**src/sv/rrtd_pkg.sv**
```systemverilog
// shared types, constants and helpers of the round robin task dispatcher
`timescale 1ns / 1ps
`default_nettype none

package rrtd_pkg;

  localparam int NUM_SLOTS = 4;
  localparam int ADDR_BITS = 16;
  localparam int SLOT_W    = (NUM_SLOTS > 1) ? $clog2(NUM_SLOTS) : 1;

  localparam int IN_TDATA_W  = ((ADDR_BITS + 7) / 8) * 8;
  localparam int IN_TUSER_W  = 2;
  localparam int OUT_TDATA_W = ((SLOT_W + ADDR_BITS + 7) / 8) * 8;
  localparam int OUT_TUSER_W = 3;

  typedef enum logic [1:0] {
    SS_DEAD    = 2'd0,
    SS_READY   = 2'd1,
    SS_RUNNING = 2'd2
  } slot_state_e;

  typedef enum logic [1:0] {
    CMD_CREATE    = 2'd0,
    CMD_START     = 2'd1,
    CMD_YIELD     = 2'd2,
    CMD_TERMINATE = 2'd3
  } cmd_e;

  typedef enum logic [1:0] {
    STS_OK       = 2'd0,
    STS_FULL     = 2'd1,
    STS_IGNORED  = 2'd2,
    STS_NO_READY = 2'd3
  } status_e;

  // access to the slot table from the sequencer
  typedef struct packed {
    logic                 st_we;
    logic                 code_we;
    logic [SLOT_W-1:0]    idx;
    slot_state_e          st;
    logic [ADDR_BITS-1:0] code;
    logic [SLOT_W-1:0]    rd_idx;
  } tbl_req_t;

  // finished result from the sequencer
  typedef struct packed {
    logic              done;
    status_e           status;
    logic              switched;
    logic              active;
    logic [SLOT_W-1:0] slot;
  } seq_res_t;

  function automatic logic [SLOT_W-1:0] slot_inc(input logic [SLOT_W-1:0] s);
    logic [SLOT_W-1:0] r;
    if (s == SLOT_W'(NUM_SLOTS - 1)) begin
      r = '0;
    end else begin
      r = s + SLOT_W'(1);
    end
    return r;
  endfunction

endpackage

`default_nettype wire

```
**src/sv/round_robin_task_dispatcher_top.sv**
```systemverilog
// top level of the round robin task dispatcher
//
//  channel  dir  tdata                         tuser
//  s_axis   in   [15:0] code_addr              [1:0] command
//  m_axis   out  [1:0] running_slot,           [1:0] status, [2] switched
//                [17:2] running_code
//
// the slot scan visits one table slot per cycle
// s_axis_tready_o is high only while the sequencer is idle
// the result sits in an output register; the next item is taken while it waits
// reset leaves every slot dead and the scheduler inactive
`timescale 1ns / 1ps
`default_nettype none

module round_robin_task_dispatcher_top
  import rrtd_pkg::*;
(
  input  wire logic                   clk_i,
  input  wire logic                   rst_ni,
  input  wire logic                   s_axis_tvalid_i,
  output logic                        s_axis_tready_o,
  input  wire logic [IN_TDATA_W-1:0]  s_axis_tdata_i,   // code_addr
  input  wire logic [IN_TUSER_W-1:0]  s_axis_tuser_i,   // command
  output logic                        m_axis_tvalid_o,
  input  wire logic                   m_axis_tready_i,
  output logic [OUT_TDATA_W-1:0]      m_axis_tdata_o,   // running_slot, running_code
  output logic [OUT_TUSER_W-1:0]      m_axis_tuser_o    // status, switched
);

  tbl_req_t             req;
  seq_res_t             res;
  slot_state_e          st_rd;
  logic [ADDR_BITS-1:0] code_rd;
  logic                 out_free;

  logic                 out_valid_q;
  status_e              out_status_q;
  logic                 out_switched_q;
  logic [SLOT_W-1:0]    out_slot_q;
  logic [ADDR_BITS-1:0] out_code_q;

  assign out_free = !out_valid_q || m_axis_tready_i;

  rrtd_seq u_seq (
    .clk_i      (clk_i),
    .rst_ni     (rst_ni),
    .in_valid_i (s_axis_tvalid_i),
    .in_cmd_i   (s_axis_tuser_i[1:0]),
    .in_addr_i  (s_axis_tdata_i[ADDR_BITS-1:0]),
    .in_ready_o (s_axis_tready_o),
    .out_free_i (out_free),
    .st_i       (st_rd),
    .req_o      (req),
    .res_o      (res)
  );

  rrtd_slot_table u_table (
    .clk_i  (clk_i),
    .rst_ni (rst_ni),
    .req_i  (req),
    .st_o   (st_rd),
    .code_o (code_rd)
  );

  always_ff @(posedge clk_i or negedge rst_ni) begin
    if (!rst_ni) begin
      out_valid_q <= 1'b0;
    end else if (res.done) begin
      out_valid_q <= 1'b1;
    end else if (m_axis_tready_i) begin
      out_valid_q <= 1'b0;
    end
  end

  always_ff @(posedge clk_i) begin
    if (res.done) begin
      out_status_q   <= res.status;
      out_switched_q <= res.switched;
      out_slot_q     <= res.active ? res.slot : '0;
      out_code_q     <= res.active ? code_rd : '0;
    end
  end

  assign m_axis_tvalid_o = out_valid_q;
  assign m_axis_tdata_o  = OUT_TDATA_W'({out_code_q, out_slot_q});
  assign m_axis_tuser_o  = {out_switched_q, out_status_q};

`ifndef ASSERT_OFF
  a_busy_after_accept: assert property (@(posedge clk_i) disable iff (!rst_ni)
    s_axis_tvalid_i && s_axis_tready_o |=> !s_axis_tready_o)
    else $error("dispatcher ready right after taking an item");

  a_switch_is_ok: assert property (@(posedge clk_i) disable iff (!rst_ni)
    m_axis_tvalid_o && m_axis_tuser_o[2] |-> m_axis_tuser_o[1:0] == STS_OK)
    else $error("switch reported with a non-ok status");

  a_inactive_zero: assert property (@(posedge clk_i) disable iff (!rst_ni)
    m_axis_tvalid_o && (m_axis_tuser_o[1:0] == STS_IGNORED ||
                        m_axis_tuser_o[1:0] == STS_NO_READY)
    |-> m_axis_tdata_o == '0)
    else $error("running task shown while scheduler inactive");
`endif

endmodule

`default_nettype wire

```
**src/sv/rrtd_slot_table.sv**
```systemverilog
// slot table: per-slot state flops and code address memory
`timescale 1ns / 1ps
`default_nettype none

module rrtd_slot_table
  import rrtd_pkg::*;
(
  input  wire logic                 clk_i,
  input  wire logic                 rst_ni,
  input  wire tbl_req_t             req_i,
  output slot_state_e               st_o,
  output logic [ADDR_BITS-1:0]      code_o
);

  slot_state_e          st_q [NUM_SLOTS];
  logic [ADDR_BITS-1:0] code_mem [NUM_SLOTS];
  logic [ADDR_BITS-1:0] code_q;

  always_ff @(posedge clk_i or negedge rst_ni) begin
    if (!rst_ni) begin
      for (int i = 0; i < NUM_SLOTS; i++) begin
        st_q[i] <= SS_DEAD;
      end
    end else if (req_i.st_we) begin
      st_q[req_i.idx] <= req_i.st;
    end
  end

  always_ff @(posedge clk_i) begin
    if (req_i.code_we) begin
      code_mem[req_i.idx] <= req_i.code;
    end
    code_q <= code_mem[req_i.rd_idx];
  end

  assign st_o   = st_q[req_i.idx];
  assign code_o = code_q;

endmodule

`default_nettype wire

```
**src/sv/rrtd_seq.sv**
```systemverilog
// command sequencer with the shared slot scan step
`timescale 1ns / 1ps
`default_nettype none

module rrtd_seq
  import rrtd_pkg::*;
(
  input  wire logic                 clk_i,
  input  wire logic                 rst_ni,
  input  wire logic                 in_valid_i,
  input  wire logic [1:0]           in_cmd_i,
  input  wire logic [ADDR_BITS-1:0] in_addr_i,
  output logic                      in_ready_o,
  input  wire logic                 out_free_i,
  input  wire slot_state_e          st_i,
  output tbl_req_t                  req_o,
  output seq_res_t                  res_o
);

  typedef enum logic [2:0] {
    S_IDLE,
    S_CREATE,
    S_RELEASE,
    S_DISP,
    S_READ,
    S_OUT
  } state_e;

  state_e               state_q, state_d;
  cmd_e                 cmd_q, cmd_d;
  logic [ADDR_BITS-1:0] addr_q, addr_d;
  logic [SLOT_W-1:0]    idx_q, idx_d;
  logic [SLOT_W-1:0]    cnt_q, cnt_d;
  logic [SLOT_W-1:0]    cur_q, cur_d;
  logic [SLOT_W-1:0]    next_q, next_d;
  logic                 active_q, active_d;
  status_e              status_q, status_d;
  logic                 switched_q, switched_d;
  logic                 last_step;

  assign last_step = (cnt_q == SLOT_W'(NUM_SLOTS - 1));

  always_comb begin
    state_d    = state_q;
    cmd_d      = cmd_q;
    addr_d     = addr_q;
    idx_d      = idx_q;
    cnt_d      = cnt_q;
    cur_d      = cur_q;
    next_d     = next_q;
    active_d   = active_q;
    status_d   = status_q;
    switched_d = switched_q;

    req_o.st_we   = 1'b0;
    req_o.code_we = 1'b0;
    req_o.idx     = idx_q;
    req_o.st      = SS_DEAD;
    req_o.code    = addr_q;
    req_o.rd_idx  = cur_q;

    res_o.done     = 1'b0;
    res_o.status   = status_q;
    res_o.switched = switched_q;
    res_o.active   = active_q;
    res_o.slot     = cur_q;

    case (state_q)
      S_IDLE: begin
        if (in_valid_i) begin
          cmd_d      = cmd_e'(in_cmd_i);
          addr_d     = in_addr_i;
          cnt_d      = '0;
          status_d   = STS_OK;
          switched_d = 1'b0;
          case (cmd_e'(in_cmd_i))
            CMD_CREATE: begin
              idx_d   = '0;
              state_d = S_CREATE;
            end
            CMD_START: begin
              if (active_q) begin
                state_d = S_READ;
              end else begin
                idx_d   = next_q;
                state_d = S_DISP;
              end
            end
            default: begin
              if (active_q) begin
                idx_d   = cur_q;
                state_d = S_RELEASE;
              end else begin
                status_d = STS_IGNORED;
                state_d  = S_READ;
              end
            end
          endcase
        end
      end
      S_CREATE: begin
        if (st_i == SS_DEAD) begin
          req_o.st_we   = 1'b1;
          req_o.code_we = 1'b1;
          req_o.st      = SS_READY;
          state_d       = S_READ;
        end else if (last_step) begin
          status_d = STS_FULL;
          state_d  = S_READ;
        end else begin
          idx_d = slot_inc(idx_q);
          cnt_d = cnt_q + SLOT_W'(1);
        end
      end
      S_RELEASE: begin
        if (cmd_q == CMD_TERMINATE) begin
          req_o.st_we = 1'b1;
          req_o.st    = SS_DEAD;
        end else if (st_i == SS_RUNNING) begin
          req_o.st_we = 1'b1;
          req_o.st    = SS_READY;
        end
        idx_d   = next_q;
        state_d = S_DISP;
      end
      S_DISP: begin
        if (st_i == SS_READY) begin
          req_o.st_we = 1'b1;
          req_o.st    = SS_RUNNING;
          cur_d       = idx_q;
          next_d      = slot_inc(idx_q);
          active_d    = 1'b1;
          switched_d  = 1'b1;
          state_d     = S_READ;
        end else if (last_step) begin
          active_d = 1'b0;
          status_d = STS_NO_READY;
          state_d  = S_READ;
        end else begin
          idx_d = slot_inc(idx_q);
          cnt_d = cnt_q + SLOT_W'(1);
        end
      end
      S_READ: begin
        state_d = S_OUT;
      end
      S_OUT: begin
        if (out_free_i) begin
          res_o.done = 1'b1;
          state_d    = S_IDLE;
        end
      end
      default: begin
        state_d = S_IDLE;
      end
    endcase
  end

  always_ff @(posedge clk_i or negedge rst_ni) begin
    if (!rst_ni) begin
      state_q    <= S_IDLE;
      cmd_q      <= CMD_CREATE;
      addr_q     <= '0;
      idx_q      <= '0;
      cnt_q      <= '0;
      cur_q      <= '0;
      next_q     <= '0;
      active_q   <= 1'b0;
      status_q   <= STS_OK;
      switched_q <= 1'b0;
    end else begin
      state_q    <= state_d;
      cmd_q      <= cmd_d;
      addr_q     <= addr_d;
      idx_q      <= idx_d;
      cnt_q      <= cnt_d;
      cur_q      <= cur_d;
      next_q     <= next_d;
      active_q   <= active_d;
      status_q   <= status_d;
      switched_q <= switched_d;
    end
  end

  assign in_ready_o = (state_q == S_IDLE);

endmodule

`default_nettype wire
```
**config.mk**
```make
export PLATFORM = sky130hd
export DESIGN_NAME = round_robin_task_dispatcher_top
export DESIGN_NICKNAME = d
export VERILOG_FILES = /design/src/sv/rrtd_pkg.sv /design/src/sv/round_robin_task_dispatcher_top.sv /design/src/sv/rrtd_slot_table.sv /design/src/sv/rrtd_seq.sv
export SDC_FILE = /design/constraint.sdc
export NUM_CORES = 1
export LEC_CHECK = 0
export ABC_CLOCK_PERIOD_IN_PS = 3300
export BUFFER_PORTS_ARGS = -buffer_cell sky130_fd_sc_hd__buf_4
export CORE_MARGIN = 4
export CORE_UTILIZATION = 25
export CTS_CLUSTER_DIAMETER = 100
export DETAILED_ROUTE_END_ITERATION = 8
export PLACE_DENSITY_LB_ADDON = 0.25
export SLEW_MARGIN = 0
export SYNTH_ARGS = -nofsm -noshare
export SYNTH_HDL_FRONTEND = slang
export SYNTH_SLANG_ARGS = --single-unit
```
**constraint.sdc**
```tcl
create_clock -name clk_i -period 3.3 [get_ports clk_i]
set_input_delay 0.33 -clock clk_i [delete_from_list [all_inputs] [get_ports clk_i]]
set_output_delay 0.33 -clock clk_i [all_outputs]
set_load 0.01 [all_outputs]
```
After elaboration in Yosys (flattened, before gate mapping)
Memories as Yosys holds them, arrays and structs flattened. A register that Yosys moved wholly into a read port is not among the register bits.
Cells that the tools add are included.
Storage, ports and cells
  bits in registers: 63
  bits in writable memories: 64
  bits of input ports: 22
  output and inout port bits: 29
  word-level logic and storage cells: 124
  memories kept: 1
Operators by class
  add/subtract/negate cells: 2
  $lt $le $gt $ge: 2
  equal/unequal tests: 20
  muxes and demuxes: 59
  bitwise operators: 1
  reduce and logical (&&, ||, !) cells: 20
Memories
  u_table.code_mem: depth 4, bits a word 16, rd ports 1, clocked after Yosys merged registers in 1, write ports 1, RTL line rrtd_slot_table.sv:16  | logic [ADDR_BITS-1:0] code_mem [NUM_SLOTS];
Operators with widths (count)
  2-bit two-way mux: 24
  3-bit two-way mux: 7
  2-bit case mux with 3 select lines: 3
  3-bit case mux with 6 select lines: 1
  1-bit two-way mux: 16
  6-bit AND reduction: 2
  8-bit bitwise mux: 1
  2-bit == test (second input constant): 4
  2-bit != test (second input constant): 4
  2-bit case mux with 4 select lines: 1
  2-bit AND reduction: 4
  3-bit by 2-bit == test with 1-bit output (second input constant): 2
  3-bit == test (second input constant): 2
  2-bit by 1-bit != test with 1-bit output (second input constant): 3
  3-bit case mux with 2 select lines: 1
  2-bit nonzero test: 3
  2-bit by 1-bit adder with 2-bit output (second input constant): 2
  2-bit binary-select mux with 2-bit select: 1
  2-bit demux with 2-bit select: 1
  2-bit by 1-bit == test with 1-bit output (second input constant): 2
  2-bit zero test: 2
  4-bit by 1-bit != test with 1-bit output (second input constant): 1
  2-bit case mux with 2 select lines: 1
  4-bit AND reduction: 1
  other kinds (15): 15

Longest topological paths before layout
Gate-level depths: netlist of run 1.
  word-level depth: 9
  gate-level depth with buffers: 7
  gate-level depth less buffers: 5

By module
Synthesis of run 1 repeated with hierarchy kept, for this count alone.
Second synthesis, totals
  cells, all modules: 328
  area, all modules: 5684.2 µm²
Modules (own cells, without submodules)
  rrtd_slot_table: instances 1, cells an instance 129, area each 3069.2 µm², sequential area each 2442.3 µm²
  rrtd_seq: instances 1, cells an instance 148, area each 1747.9 µm², sequential area each 825.8 µm²
  round_robin_task_dispatcher_top: instances 1, cells an instance 51, area each 867.1 µm², sequential area each 655.6 µm²

Least setup slack after synthesis of run 1
OpenSTA, ideal clock, no wires.
  path type: reg-to-reg
  start: register u_seq.state_q[1]
  end: register out_code_q[0], enable pin
  setup time: 0.401 ns
  data arrival time: 1.899 ns
  data required time: 2.899 ns
  path slack: 1.000 ns
  stages on the path, launching flop included: 5
  path buffers: 2
  clock period less this slack: 2.300 ns
  cell sequence: dfrtp_1 -> buf_2 -> buf_1 -> nand3b_1 -> nor2b_1
RTL lines
  start, declared: RTL line rrtd_seq.sv:29  | state_e state_q, state_d;
  start signal, assigned: RTL line rrtd_seq.sv:172  | state_q <= state_d;
  end signal, assigned: RTL line round_robin_task_dispatcher_top.sv:80  | out_code_q <= res.active ? code_rd : '0;
  end, declared: RTL line round_robin_task_dispatcher_top.sv:40  | logic [ADDR_BITS-1:0] out_code_q;

Worst setup path after layout of run 1
  start: register u_seq.idx_q[0]
  end: memory u_table.code_mem[0][5], enable pin
Between the ends
  cells in the longest elaborated chain, start to end: 9
Ends and longest elaborated chain
  start, declared: RTL line rrtd_seq.sv:32  | logic [SLOT_W-1:0] idx_q, idx_d;
  start signal, assigned: RTL line rrtd_seq.sv:175  | idx_q <= idx_d;
  2-bit NOT with 3-bit output (not written as such): RTL line rrtd_slot_table.sv:36  | assign st_o = st_q[req_i.idx];
  2-bit binary-select mux with 2-bit select: RTL line rrtd_slot_table.sv:36
  2-bit two-way mux (not written as such) (2 in a row): RTL line rrtd_slot_table.sv:36
  2-bit zero test: RTL line rrtd_seq.sv:102  | if (st_i == SS_DEAD) begin
  2-bit two-way mux: RTL line rrtd_seq.sv:102
  1-bit two-way mux: RTL line rrtd_seq.sv:68  | case (state_q)
  1-bit two-way mux: RTL line rrtd_slot_table.sv:30  | if (req_i.code_we) begin
  1-bit two-way mux (not written as such): RTL line rrtd_slot_table.sv:31  | code_mem[req_i.idx] <= req_i.code;
  end, declared: RTL line rrtd_slot_table.sv:16
Parallel ways exist; a longest one is shown, timed or not. The select of a mux whose other input is x is not followed.

==> results_dict.tcl, run 1 <==
set metrics [dict create \
    grt_pass1_vias 3129 \
    drtIter0Drc 138 \
    setup_viol 0 \
    synth_cell_type_count 43 \
    finalHoldWorstSlack_ns 0.1450 \
    num_antenna_cells 0 \
    grt_pass1_wl_mm 17.21 \
    overflow 0 \
    antenna_left 0 \
    p_total_mw 6.004 \
    netlist_instances 329 \
    hold_viol_final 0 \
    avgViaCountPerCell 4.250 \
    core_area_um2 21820 \
    pre_cts_ws_ns 0.7956 \
    finalCritPeriodShare 0.7435 \
    r2r_slack_ns 0.85 \
    gr-usage-all-layers 0.09355 \
    chipHeight_um 157.0 \
    numPortBuffers 44 \
    postLayoutSetupSlackWorst_ns 0.8466 \
    n_fill_cell 2147 \
    place_area_um2 6183 \
    synth_seq_area_share 0.7068 \
    crit_type "reg -> reg" \
    finalCriticalPeriod_ns 2.453 \
    cp_max_fo 16 \
    hpwlAfterDp_mm 6.856 \
    fmax_mhz 407.6 \
    cts_made_buffers 17 \
    worstReg2RegEnd "u_table.code_mem[0][5]" \
    cp-end-kind "register" \
    drv_slew 0 \
    final_common_cell "edfxtp_1" \
    wirelength_mm 10.52 \
    ctsHoldBuffers 1 \
    critPathArrivalTime_ns 2.55 \
    leakagePower_nw 2.561 \
    row_count 54 \
    path_clk_slew_ns 0.06 \
    fin_util 0.3119 \
    drc 0 \
    clock_latency_ns 0.41 \
    maxCapViolations 0 \
    syn2layout_area_growth_pct 22.61 \
    io_pins 51 \
    final_area_um2 6807 \
    ctsResizeCount 0 \
    layout.cells.non_filler 677 \
    clock-sinks 143 \
    place_inst 644 \
    power.density_nw_per_um2 882.1 \
    ir_drop_uv 355.5 \
    vias 2877 \
    nets 412 \
    netlist_area_um2 5552 \
    ys_seq_elements 143 \
    min_to "u_seq.addr_q[12]" \
    hp-class "in -> reg" \
    synth-edff-count 85 \
    cp.required_ns 3.39 \
    synth_flop_cell "edfxtp_1" \
    slew_headroom 0.4329 \
    r2r_start "u_seq.idx_q[0]" \
    globalplace.congestion 0.7480 \
    worst_setup_path_start_kind "register" \
    synth_area_per_cell_um2 16.87 \
    dieArea_um2 24650 \
    start_util 0.2544 \
    min_from "s_axis_tdata_i[12]" \
    clock_path_buffers 2 \
    finClkSkew_ns 0.006026 \
    ys_async_sr_fraction 0.2937 \
    tritoncts "yes" \
    wl_per_cell_um 15.55 \
    layout-drive-gt1-share 0.3275 \
    htreeDepth 4 \
    reg2reg_depth 4 \
    first_pass_iters 4 \
    antenna_found_initial 0 \
    layout_common_cells "edfxtp_1, buf_4, dfrtp_1" \
    die_w_um 157.0 \
    rsz0062_at_grt "no" \
    status "finished clean" \
    ys.warnings.count 0 \
    root_buffer "clkbuf_16" \
    cts_setup_buffers 0 \
    worstMarginPinSlew_ns 0.8506 \
    grt_max_degree 43 \
    setup_tns_ns 0 \
    min_path_cells 2 \
]
==> cells in the mapped netlist (5+ instances only) <==
cell      instances  area share
edfxtp_1         85        0.46
dfrtp_1          42        0.19
and2_1           23       0.026
mux2_2           20       0.041
mux4_2           18       0.073
dfxtp_1          16       0.058
mux2_1           12       0.024
nor2_1           10      0.0068
nand2_1           8      0.0054
o21ai_0           8      0.0072
buf_4             7      0.0095
clkbuf_1          7      0.0047
nor2b_1           7      0.0079
a21oi_1           6      0.0054
ha_1              6       0.014
a22oi_1           5      0.0068
buf_2             5      0.0045
nor3_1            5      0.0045
==> routing by layer <==
metal / wire (µm) / vias to the layer above / global-route usage / part of all wire
met5: 0 / - / 0 / 0
met4: 117 / 0 / 0.03113 / 0.011
met2: 5075 / 68 / 0.1490 / 0.48
li1: - / 1335 / - / -
met1: 4663 / 1467 / 0.1180 / 0.44
met3: 666 / 7 / 0.03547 / 0.063
==> report_power, final <==
part	internal [mW]	total [mW]	switching (mW)	leakage (nW)
Combinational	0.607	1.17	0.559	0.817
Clock	1.20	1.95	0.754	0.296
Sequential	2.52	2.88	0.362	1.45
==> sequential cells by signal, indices dropped and copies added (netlist names), 2 cells and up <==
name,cells
out_code_q,16
out_slot_q,2
out_status_q,2
u_seq.addr_q,16
u_seq.cmd_q,2
u_seq.cnt_q,2
u_seq.cur_q,2
u_seq.idx_q,2
u_seq.next_q,2
u_seq.state_q,3
u_seq.status_q,2
u_table.code_mem,64
u_table.code_o,16
u_table.st_q,8
==> logic make-up (layout without fill, tap and decap cells) <==
logic type,count (synthesis),count (layout),synth area share
other,1,6,0.0006755
xor gates and xnor gates,1,1,0.002931
AOI/OAI and AO/OA,37,37,0.04417
DFF,143,143,0.7068
muxes,52,52,0.1415
and+or+nand+nor,64,64,0.06559
adders and majority gates,6,6,0.01352
buffers and inverters,25,88,0.02479
==> worst max-delay path by stage <==
stage	depth (start not counted)	endpoint	slack (ns)	from
after global routing	4	u_table.code_mem[3][12]	0.58	u_seq.idx_q[0]
after detailed placement	4	u_table.code_mem[1][12]	0.80	u_seq.idx_q[0]
after global placement	4	u_seq.cur_q[1]	0.88	u_seq.idx_q[0]
after floorplan	4	out_code_q[0]	1.00	u_seq.state_q[1]
after CTS	4	u_table.code_mem[1][4]	0.79	u_seq.idx_q[0]
final	4	u_table.code_mem[0][5]	0.85	u_seq.idx_q[0]
==> critical path, cell delays in order, from the launching register on <==
cell	delay, ns
dfrtp_1	0.52
mux4_2	0.64
nor4_1	0.50
and2_1	0.20
buf_4	0.27
==> area by class of cell <==
cell class	instances	area, µm²	area share
Clock buffer	17	425.4	0.06250
Clock inverter	15	187.7	0.02757
Inverter	4	15.01	0.002206
Multi-Input combinational cell	166	1511	0.2221
Sequential cell	143	3924	0.5765
Tap cell	280	350.3	0.05147
Timing Repair Buffer	52	392.9	0.05772
(Power assumes the default switching activity.)
==> run 2, diff against run 1 <==
ABC_CLOCK_PERIOD_IN_PS = 2400   (was 3300)
clock period = 2.4 ns   (was 3.3 ns; I/O delays follow)
==> results_dict.tcl, run 2 (synthesis results as in run 1) <==
set metrics [dict create \
    status "finished clean" \
    finalHoldWorstSlack_ns 0.05977 \
    maxCapViolations 0 \
    grt_pass1_wl_mm 16.57 \
    gr-usage-all-layers 0.09026 \
    p_seq_frac 0.463 \
    ir_drop_uv 477.8 \
    place_area_um2 6306 \
    highest_layer "met4" \
    wl_met3_um 512 \
    p_comb_frac 0.211 \
    rsz0062_at_grt "no" \
    start_util 0.2544 \
    hold_viol_final 0 \
    slew_headroom 0.5916 \
    wirelength_mm 10.59 \
    drc 0 \
    setup_viol 0 \
    io_pins 51 \
    root_buffer "clkbuf_16" \
    overflow 0 \
    grt_max_degree 43 \
    cts_setup_buffers 0 \
    wl_per_cell_um 15.46 \
    finClkSkew_ns 0.009980 \
    clock-sinks 143 \
    reg2reg_depth 5 \
    fmax_mhz 437.0 \
    crit_type "reg -> reg" \
    seq_area_um2 3924 \
    finalCritPeriodShare 0.9535 \
    largest_reg_flops 64 \
    worstReg2RegEnd "u_table.code_mem[1][5]" \
    ctsHoldBuffers 1 \
    r2r_slack_ns 0.11 \
    multi_input_area_um2 1511 \
    layout.cells.non_filler 685 \
    cp.required_ns 2.51 \
    critPathSlowestCell "mux4_2" \
    critPathBufInv 2 \
    numPortBuffers 44 \
    layout-drive-gt1-share 0.3383 \
    path_clk_slew_ns 0.06 \
    htreeDepth 4 \
    worstMarginPinSlew_ns 0.6126 \
    worst_setup_path_start_kind "register" \
    fin_util 0.3185 \
    core_area_um2 21820 \
    clock_path_buffers 2 \
    chipHeight_um 157.0 \
    clkPwrFrac 0.326 \
    top_register "u_table.code_mem" \
    drv_slew 0 \
    hpwlAfterDp_mm 6.970 \
    cpPeakStageDelay_ns 0.63 \
    num_antenna_cells 0 \
    nets 420 \
    wl_met2_mm 4.952 \
    antenna_left 0 \
    clock_latency_ns 0.41 \
    cts_made_buffers 17 \
    tritoncts "yes" \
    internal-power_mw 6.155 \
    first_pass_iters 4 \
    switchingPower_mw 2.272 \
    startpoint "u_seq.idx_q[0]" \
    hp-class "in -> reg" \
    final_common_cell "edfxtp_1" \
    final_area_um2 6950 \
    die_w_um 157.0 \
    dieArea_um2 24650 \
    p_sw_frac 0.2696 \
    drtIter0Drc 167 \
    globalplace.congestion 0.7624 \
    path_depth 5 \
    critPathArrivalTime_ns 2.40 \
    cp-end-kind "register" \
    crit_chain "mux4_2, nor4_1, buf_4, and2_1, buf_12" \
    worstSetupEndpoint "u_table.code_mem[1][5]" \
    n_fill_cell 2121 \
    wl_met1_mm 5.014 \
    power.density_nw_per_um2 1212 \
    antenna_found_initial 0 \
    cp_max_fo 16 \
    cp_top_family "multiplexers" \
    finalCriticalPeriod_ns 2.288 \
    vias 2871 \
    place_inst 652 \
    row_count 54 \
    syn2layout_area_growth_pct 25.20 \
    ctsResizeCount 0 \
    r2r_start "u_seq.idx_q[0]" \
    layout_common_cells "edfxtp_1, buf_4, dfrtp_1" \
    setup_tns_ns 0 \
    grt_pass1_vias 2896 \
    leakagePower_nw 2.622 \
    avgViaCountPerCell 4.191 \
]
==> run 2: final cells by class <==
| type | instances | share of cell area |
|---|---|---|
| Clock buffer | 21 | 0.06931 |
| Clock inverter | 11 | 0.02196 |
| Inverter | 4 | 0.002160 |
| Multi-Input combinational cell | 166 | 0.2175 |
| Sequential cell | 143 | 0.5645 |
| Tap cell | 280 | 0.05041 |
| Timing Repair Buffer | 60 | 0.07417 |
==> run 2: worst reg2reg max path: cells and delay by family, from the launching register on <==
kind	cells	cell delay (ns)
buffers and inverters	2	0.36
DFF	1	0.52
muxes	1	0.63
and+or+nand+nor	2	0.48
==> run 2: metrics by stage <==
| step | power [mW] | setup slack [ns] |
|---|---|---|
| 2_1_floorplan | 5.043 | 0.1000 |
| 3_3_place_gp | 5.722 | 0.1761 |
| 3_5_place_dp | 5.771 | 0.1258 |
| 4_1_cts | 8.553 | 0.1163 |
| 5_1_grt | 8.875 | 0.006361 |
| 6_report | 8.427 | 0.1115 |
==> run 2: worst min-delay path by stage <==
stage	end	start	depth (start not counted)	slack (ns)
after global routing	u_seq.addr_q[13]	s_axis_tdata_i[13]	2	0.04
after floorplan	m_axis_tvalid_o	rst_ni	0	-0.06
after global placement	u_seq.addr_q[12]	rst_ni	1	0.28
final	u_seq.addr_q[12]	s_axis_tdata_i[12]	2	0.06
after CTS	u_seq.addr_q[14]	s_axis_tdata_i[14]	2	0.04
after detailed placement	u_seq.addr_q[12]	rst_ni	1	0.28
==> run 2: per-layer routing <==
layer  GRT usage  vias to the layer above
met2      0.1374                       64
met1      0.1227                     1439
met4     0.02704                        0
met3     0.03107                        9
li1            -                     1359
met5           0                        -
==> run 2: power groups by stage <==
stage | clock (mW) | combinational, mW | sequential (mW)
after CTS | 2.82 | 1.82 | 3.91
after detailed placement | 0 | 1.82 | 3.96
after global routing | 2.93 | 1.95 | 4.00
final | 2.75 | 1.78 | 3.90
after floorplan | 0 | 1.25 | 3.79
after global placement | 0 | 1.79 | 3.93
==> run 3, diff against run 2 <==
PLACE_DENSITY = 0.39   (was default)
PLACE_DENSITY_LB_ADDON = default   (was 0.25)
RECOVER_POWER = 100   (was default)
==> results_dict.tcl, run 3 (synthesis results as in run 1) <==
set metrics [dict create \
    finalCritPeriodShare 0.9053 \
    n_fill_cell 2152 \
    layout_common_cells "edfxtp_1, dfrtp_1, clkbuf_1" \
    multi_input_area_um2 1483 \
    vias 2910 \
    cts_setup_buffers 0 \
    fin_util 0.3111 \
    reg2reg_depth 5 \
    final_common_cell "edfxtp_1" \
    cp_top_family "multiplexers" \
    grt_pass1_vias 3123 \
    grt_pass1_wl_mm 18.51 \
    cp_max_fo 10 \
    globalplace.congestion 0.7301 \
    power.density_nw_per_um2 1217 \
    die_w_um 157.0 \
    root_buffer "clkbuf_16" \
    io_pins 51 \
    r2r_start "u_seq.idx_q[0]" \
    min_path_cells 2 \
    htreeDepth 4 \
    dieArea_um2 24650 \
    leakagePower_nw 2.480 \
    cpPeakStageDelay_ns 0.58 \
    hpwlAfterDp_mm 7.487 \
    gr-usage-all-layers 0.1022 \
    antenna_left 0 \
    clock_path_buffers 2 \
    hp-class "in -> reg" \
    min_to "u_seq.addr_q[6]" \
    wl_per_cell_um 17.28 \
    crit_chain "mux4_2, xnor2_1, and2_4, nor3_2, mux2_1" \
    rsz0062_at_grt "no" \
    slew_headroom 0.1793 \
    maxCapViolations 0 \
    chipHeight_um 157.0 \
    critPathBufInv 0 \
    critPathArrivalTime_ns 2.46 \
    syn2layout_area_growth_pct 22.29 \
    finClkSkew_ns 0.008030 \
    largest_reg_flops 64 \
    finalHoldWorstSlack_ns 0.05509 \
    ir_drop_uv 485.2 \
    worstReg2RegEnd "u_seq.idx_q[0]" \
    r2r_slack_ns 0.23 \
    drv_slew 0 \
    row_count 54 \
    critPathSlowestCell "mux4_2" \
    cp-end-kind "register" \
    layout-drive-gt1-share 0.2611 \
    avgViaCountPerCell 4.242 \
    wirelength_mm 11.86 \
    drtIter0Drc 201 \
    numPortBuffers 44 \
    worst_setup_path_start_kind "register" \
    cts_made_buffers 17 \
    overflow 0 \
    top_register "u_table.code_mem" \
    path_clk_slew_ns 0.06 \
    first_pass_iters 4 \
    antenna_found_initial 0 \
    clock-sinks 143 \
    tritoncts "yes" \
    min_from "s_axis_tdata_i[6]" \
    fmax_mhz 460.3 \
    core_area_um2 21820 \
    setup_tns_ns 0 \
    seq_area_um2 3924 \
    num_antenna_cells 0 \
    status "finished clean" \
    cp.required_ns 2.69 \
    worstMarginPinSlew_ns 1.231 \
    drc 0 \
    nets 421 \
    grt_max_degree 43 \
    hold_viol_final 0 \
    clock_latency_ns 0.41 \
    crit_type "reg -> reg" \
    setup_viol 0 \
    finalCriticalPeriod_ns 2.173 \
    start_util 0.2544 \
    ctsResizeCount 0 \
]
-- run 3: cell types whose count changed in the layout (fill, tap and decap cells not counted), moves of 3 or more --
cell / previous run / this run
clkinv_4: 3 / 0
clkbuf_1: 1 / 28
and2_0: 0 / 18
o21ai_1: 0 / 3
o21ai_2: 4 / 0
and2_1: 23 / 5
buf_4: 54 / 25
-- run 3: area by class of cell --
class / count / area share
inverters: 4 / 0.002212
clock inverters: 13 / 0.02230
well taps: 280 / 0.05160
flip-flops and latches: 143 / 0.5780
clock buffers: 19 / 0.06672
multi-input cells: 166 / 0.2184
repair buffers: 61 / 0.06082
-- run 3: per-stage QoR --
stage	cells	cell area (µm²)	total power, mW	setup WS (ns)
finish	686	6789	8.265	0.2273
global route	686	6789	8.761	0.08313
global placement	653	6314	5.801	0.2853
CTS	686	6928	8.559	0.2437
floorplan	334	5570	5.043	0.1000
detailed placement	653	6314	5.831	0.2990
-- run 3: power by group --
| part | internal [mW] | switching (mW) | total, mW | leakage, nW |
|---|---|---|---|---|
| clock network | 1.61 | 1.06 | 2.66 | 0.282 |
| logic | 0.811 | 0.891 | 1.70 | 0.750 |
| registers | 3.47 | 0.430 | 3.90 | 1.45 |
-- run 3: worst max path at each step --
stage | from | to | slack (ns) | depth (start not counted)
5_1_grt | u_seq.idx_q[0] | u_table.code_mem[1][5] | 0.08 | 5
2_1_floorplan | u_seq.state_q[1] | out_code_q[0] | 0.10 | 4
3_5_place_dp | u_seq.idx_q[0] | u_seq.idx_q[0] | 0.30 | 5
4_1_cts | u_seq.idx_q[0] | u_seq.idx_q[0] | 0.24 | 5
6_report | u_seq.idx_q[0] | u_seq.idx_q[0] | 0.23 | 5
3_3_place_gp | u_seq.idx_q[0] | u_table.code_mem[3][14] | 0.29 | 5
-- run 3: routing by layer --
| metal | track usage | part of all wire |
|---|---|---|
| met1 | 0.1341 | 0.47 |
| met2 | 0.1619 | 0.48 |
| met3 | 0.03492 | 0.041 |
| met4 | 0.02950 | 0.0078 |
| met5 | 0 | 0 |
-- run 3: timing repair --
action | in CTS | in global routing
hold buffers | 1 | 0
endpoints found under the hold margin | 42 | 0
setup endpoints to repair | 0 | 0
